===== config.mk =====
export PLATFORM = sky130hd
export DESIGN_NAME = tirt_front
export DESIGN_NICKNAME = d
export VERILOG_FILES = /design/src/rtl/core/tirt_pkg.sv /design/src/rtl/core/tirt_front.sv
export SDC_FILE = /design/constraint.sdc
export NUM_CORES = 1
export LEC_CHECK = 0
export BUFFER_PORTS_ARGS = -buffer_cell sky130_fd_sc_hd__clkbuf_2
export CAP_MARGIN = 30
export CORE_MARGIN = 3
export CORE_UTILIZATION = 28
export CTS_CLUSTER_SIZE = 12
export DETAILED_ROUTE_END_ITERATION = 6
export GPL_ROUTABILITY_DRIVEN = 1
export GPL_TIMING_DRIVEN = 0
export HOLD_SLACK_MARGIN = 0.03
export PLACE_DENSITY = 0.5
export RECOVER_POWER = 50
export SKIP_LAST_GASP = 1
export SLEW_MARGIN = 25
export SYNTH_ARGS = -nofsm -noshare
export SYNTH_HDL_FRONTEND = slang
export SYNTH_SLANG_ARGS = --single-unit

===== constraint.sdc =====
create_clock -name clk -period 7.8 [get_ports clk]
set_clock_uncertainty 0.15 [all_clocks]
set_input_delay 0.39 -clock clk [delete_from_list [all_inputs] [get_ports clk]]
set_output_delay 0.39 -clock clk [all_outputs]
set_load 0.005 [all_outputs]

===== src/rtl/core/tirt_pkg.sv =====
// Shared types and constants for the transaction id ring table.
// Used by tirt_front, tirt_back and transaction_id_ring_table_core.
package tirt_pkg;

  localparam int QUEUE_DEPTH_DEF = 256;
  localparam int PADDR_W         = 3;
  localparam int FIFO_DEPTH      = 2;

  localparam logic [15:0] SPAN_RESET = 16'd5;
  localparam logic        REG_DEADLINE_SPAN = 1'b0;

  localparam logic [1:0] OP_PUSH   = 2'd0;
  localparam logic [1:0] OP_RETIRE = 2'd1;
  localparam logic [1:0] OP_MARK   = 2'd2;
  localparam logic [1:0] OP_READ   = 2'd3;

  typedef struct packed {
    logic [1:0]  op;
    logic [31:0] client_addr;
    logic [15:0] client_port;
    logic [15:0] original_id;
    logic [7:0]  target_slot;
    logic [31:0] now;
  } in_t;

  typedef struct packed {
    logic        ok;
    logic [7:0]  new_slot;
    logic [31:0] entry_addr;
    logic [15:0] entry_port;
    logic [15:0] entry_original_id;
    logic        entry_replied;
    logic [31:0] entry_deadline;
  } out_t;

  typedef struct packed {
    logic [31:0] addr;
    logic [15:0] port;
    logic [15:0] original_id;
    logic [31:0] deadline;
  } slot_t;

endpackage


===== src/rtl/core/tirt_front.sv =====
// Front end: accepts transactions into a two-entry queue for the back end.
// Depends on tirt_pkg.
module tirt_front
  import tirt_pkg::*;
(
  input  logic clk,
  input  logic rst_n,
  input  logic in_valid,
  output logic in_stall,
  input  in_t  in_data,
  output logic q_valid,
  output in_t  q_item,
  input  logic q_pop
);

  in_t        buf_r [FIFO_DEPTH];
  logic       wr_ptr_r, wr_ptr_nxt;
  logic       rd_ptr_r, rd_ptr_nxt;
  logic [1:0] cnt_r, cnt_nxt;
  logic       push;
  logic       pop;

  assign in_stall = (cnt_r == 2'(FIFO_DEPTH));
  assign push     = in_valid && !in_stall;
  assign q_valid  = (cnt_r != 2'd0);
  assign pop      = q_pop && q_valid;
  assign q_item   = buf_r[rd_ptr_r];

  always_comb begin
    wr_ptr_nxt = push ? !wr_ptr_r : wr_ptr_r;
    rd_ptr_nxt = pop ? !rd_ptr_r : rd_ptr_r;
    cnt_nxt    = cnt_r + 2'(push) - 2'(pop);
  end

  always_ff @(posedge clk) begin
    if (!rst_n) begin
      wr_ptr_r <= 1'b0;
      rd_ptr_r <= 1'b0;
      cnt_r    <= 2'd0;
    end else begin
      wr_ptr_r <= wr_ptr_nxt;
      rd_ptr_r <= rd_ptr_nxt;
      cnt_r    <= cnt_nxt;
    end
  end

  always_ff @(posedge clk) begin
    if (push) begin
      buf_r[wr_ptr_r] <= in_data;
    end
  end

endmodule


Word level (Yosys, flattened, before mapping)
Memories as Yosys holds them, arrays and structs flattened. A register that Yosys moved wholly into a read port is not among the register bits. Index checks and enable logic that the tools add are counted.

Memories: 1. Input port bits: 110. Register bits after elaboration: 4. Bits in writable memories: 212. Word-level logic and storage cells: 17.

Muxes and demuxes: 4. Reductions and logical operators: 6. Add/sub/neg operators: 2. Equality and inequality tests: 1.

Memories: buf_r (words 2, bits a word 106, rd ports 1, clocked after memory_dff 1, write ports 1, RTL line tirt_front.sv:16) `in_t buf_r [FIFO_DEPTH];`.

Operators with widths (number): 2-to-1 mux 1 bit (4); zero test 1 bit (3); adder 2 x 1 -> 2 bit (1); == test 2 bit (second input constant) (1); logical AND 1 bit (2); nonzero test 2 bit (1); subtractor 2 x 1 -> 2 bit (1).

Logic depth before layout (Yosys ltp)
Depth after elaboration: 5. Gate-level depth with buffers: 8.

Worst setup path after synthesis
Ideal clock, no wire load.

Path kind: register to register. Start: reg cnt_r[0]. End: mem buf_r[0][0] in the netlist's numbering, enable pin. Setup time: 0.572 ns. Stages on the path, launching flop included: 4. Clock period less this slack: 5.712 ns. Setup slack: 2.088 ns. Path buffers: 0. Required time: 7.078 ns. Data arrival time: 4.990 ns. Cell sequence: dfxtp_1 -> nand2b_1 -> nand2_1 -> nor2_1.

Cells in the longest elaborated chain, start to end: 5.

Ends and longest elaborated chain: from (decl) (RTL line tirt_front.sv:19) `logic [1:0] cnt_r, cnt_nxt;`; from (signal assigned) (RTL line tirt_front.sv:43) `cnt_r <= cnt_nxt;`; == test 2 bit (RTL line tirt_front.sv:23) `assign in_stall = (cnt_r == 2'(FIFO_DEPTH));`; zero test 1 bit (RTL line tirt_front.sv:24) `assign push = in_valid && !in_stall;`; logical AND 1 bit (RTL line tirt_front.sv:24); 2-to-1 mux 1 bit (RTL line tirt_front.sv:48) `if (push) begin`; 2-to-1 mux 1 bit (not written as such) (RTL line tirt_front.sv:49) `buf_r[wr_ptr_r] <= in_data;`; to (decl) (RTL line tirt_front.sv:16).

No other way between the ends.

Worst setup path after layout
Start: reg cnt_r[0]. End: mem buf_r[1][89] in the netlist's numbering, enable pin.

The elaborated chain is that of the path after synthesis.

==> flow_metrics.py <==
metrics = {
    "outcome": {
        "outcome": "finished, violations left",
        "violations": "max-capacitance violations, max-slew violations",
    },
    "flow_run": {
        "maxCapViolCount": 2,
    },
    "sta": {
        "rsz0062_at_grt": "no",
        "layout_min_cycle_time_ps": 4120,
        "tightest_slew_ps": 2640,
        "setup_viol": 0,
        "clock.fmax_mhz": 242,
        "tns_ps": 0,
        "hold_violations": 0,
        "slew_viol_final": 50,
        "slew_headroom_pct": -76.0,
        "finalCritPeriodShare_pct": 52.9,
    },
    "cells_and_area": {
        "final_cells": 1111,
        "syn2layout_area_growth_pct": 43.3,
        "final_util_pct": 41.1,
        "nets": 826,
        "fillers": 2596,
        "layout-drive-gt1-share_pct": 40.4,
        "design_area_sq_um": 11500,
    },
    "setup_path": {
        "cp.required_ps": 7830,
        "worst_setup_path_start_kind": "flip-flop",
        "cp_slowest_cell": "clkbuf_1",
        "end_kind": "flip-flop",
        "path_cells": "nand2b_1, and3_1, clkbuf_1, buf_16",
        "crit_path_max_fanout": 46,
        "path_delay_family": "buffers and inverters",
        "max_stage_delay_ps": 1940,
        "cp.arrival_ps": 4150,
        "path_class": "flip-flop to flip-flop",
        "critPathBufInv": 2,
    },
    "die": {
        "core_sq_um": 28000,
        "dieArea_sq_um": 30800,
        "initial_core_util_pct": 28.7,
        "die_w_microns": 175,
        "fp.dieH_microns": 175,
        "ioPinCount": 218,
        "rows": 61,
    },
    "synth": {
        "syn_inst": 356,
        "yosysWarnings": 0,
        "synth_cell_types": 18,
        "synth_nets": 468,
        "ys_ff_latch": 217,
        "post_synth.cell_area_avg_sq_um": 22.6,
        "synth_area_sq_um": 8040,
        "yosysSeqAreaShare_pct": 80.4,
    },
    "clock_tree": {
        "h-tree-depth": 1,
        "cts_root_buffer": "clkbuf_16",
        "clockBufferDepth": 3,
        "cts_num_sinks": 217,
        "path_clk_slew_ps": 60,
        "post_cts_resize_count": 0,
        "post_cts_buffers": 0,
        "cts-hold-fix-buffers": 107,
        "cts_tree": "done",
        "numCtsBuffers": 25,
        "insertion_delay_ps": 520,
    },
    "global_route": {
        "grt.overflow.total": 0,
        "grt_pass1_wl_mm": 27.2,
        "grt_pass1_vias": 5093,
        "grt_max_degree": 47,
        "track_usage_pct": 11.0,
        "grt_antenna_before_repair": 1,
    },
    "placement": {
        "gp_congestion": 0.712,
        "dpl.cell_count": 958,
        "port_buffers": 217,
        "place_area_sq_um": 9800,
        "dp_hpwl_mm": 11.7,
    },
    "power_and_ir_drop": {
        "irDropWorstVdd_v": 0.000179,
        "fin_total_pwr_mw": 3.43,
        "power.density_nw_per_um2": 297,
        "total_leakage_power_nw": 4.26,
    },
    "detailed_routing": {
        "wl_per_cell_microns": 15.5,
        "drc_errors": 0,
        "drt-initial-drc-count": 169,
        "num_vias": 4543,
        "dr.pass1.iters": 4,
        "ant_nets": 0,
        "wl_mm": 17.2,
        "via_per_inst": 4.09,
    },
    "min_path": {
        "hp-class": "input port to flip-flop",
    },
}
-- metal layers --
layer	global-route usage, %	vias to the layer above	share of wire (%)
li1	-	2123	-
met1	12.8	2233	40
met2	19.9	156	51
met3	3.09	31	6.5
met4	3.20	0	2.7
met5	0	-	0
-- cells by family (layout without fill, tap and decap cells) --
| family | count (synthesis) | after routing | share of synthesized area, % |
|---|---|---|---|
| other | 0 | 1 | 0 |
| adders and majority gates | 2 | 2 | 0.311 |
| buffers and inverters | 15 | 391 | 1.35 |
| DFF | 217 | 217 | 80.4 |
| xor gates and xnor gates | 3 | 3 | 0.327 |
| AOI/OAI and AO/OA | 1 | 1 | 0.0934 |
| and+or+nand+nor | 11 | 11 | 0.669 |
| muxes | 107 | 107 | 16.8 |
-- sequential cells by signal (all words and copies together) (netlist names), named ones only --
| signal | cells |
|---|---|
| buf_r | 212 |
| cnt_r | 2 |
| rd_ptr_r | 1 |
| wr_ptr_r | 1 |
-- layout by cell type, fill, tap and decap left out, drive strengths merged --
cell type,instances
xnor2,2
edfxtp,212
bufinv,1
dlygate4sd3,107
inv,4
nor2,4
buf,20
clkinvlp,2
clkinv,6
xor2,1
and2,1
and3,1
diode,1
mux2,106
or2,1
mux2i,1
clkbuf,251
dfxtp,5
nand2,2
ha,2
nand2b,2
o21a,1
-- final cells by class --
type	instances	area [sq um]	share of cell area (%)
timing repair buffer	331	2210	19.2
buffer	12	97.6	0.847
tap	378	473	4.11
clock buffer	35	703	6.10
inverter	3	11.3	0.0978
antenna	1	2.50	0.0217
clock inverter	10	85.1	0.739
multi-input combinational	124	1470	12.7
sequential	217	6470	56.1
-- report_power, final --
part           switching, mW  internal [mW]  leakage (nW)
combinational          0.381          0.445          1.85
clock                  0.439          0.661         0.382
sequential            0.0356           1.47          2.02
total                  0.855           2.57          4.26
-- worst reg2reg max path, delay by kind of cell, from the launching register on --
family	cells	cell delay, ps
buf+inv	2	2270
flops	1	370
simple gates	2	960
-- synthesized netlist by cell type --
| master | instances | area share, % |
|---|---|---|
| and2_1 | 1 | 0.078 |
| buf_6 | 6 | 0.84 |
| nand2b_1 | 2 | 0.16 |
| nor2_1 | 4 | 0.19 |
| dfxtp_1 | 5 | 1.2 |
| xnor2_1 | 2 | 0.22 |
| edfxtp_1 | 212 | 79 |
| xor2_1 | 1 | 0.11 |
| or2_2 | 1 | 0.078 |
| buf_2 | 6 | 0.37 |
| nand2_1 | 2 | 0.093 |
| and3_1 | 1 | 0.078 |
| mux2_4 | 40 | 7.5 |
| ha_1 | 2 | 0.31 |
| mux2i_1 | 1 | 0.12 |
| mux2_2 | 66 | 9.2 |
| o21a_1 | 1 | 0.093 |
| inv_1 | 3 | 0.14 |
-- metrics by stage --
stage               hold WS (ps)  setup WS, ps
finish                      74.5          3680
global placement             316          -417
global route                67.8          3260
detailed placement           352          5720
floorplan                    305          2090
CTS                          107          5360
-- final timing paths --
path / from / endpoint / slack [ps] / cells after the start
hold reg to reg: wr_ptr_r$_SDFFE_PN0N_ / wr_ptr_r$_SDFFE_PN0N_ / 350 / 2
setup / recovery: cnt_r[0]$_SDFF_PN0_ / buf_r[1][89]$_DFFE_PP_ / 3680 / 4
setup reg to reg: cnt_r[0]$_SDFF_PN0_ / buf_r[1][89]$_DFFE_PP_ / 3680 / 4
hold / removal: in_valid / wr_ptr_r$_SDFFE_PN0N_ / 70 / 3
(Power assumes the default switching activity.)
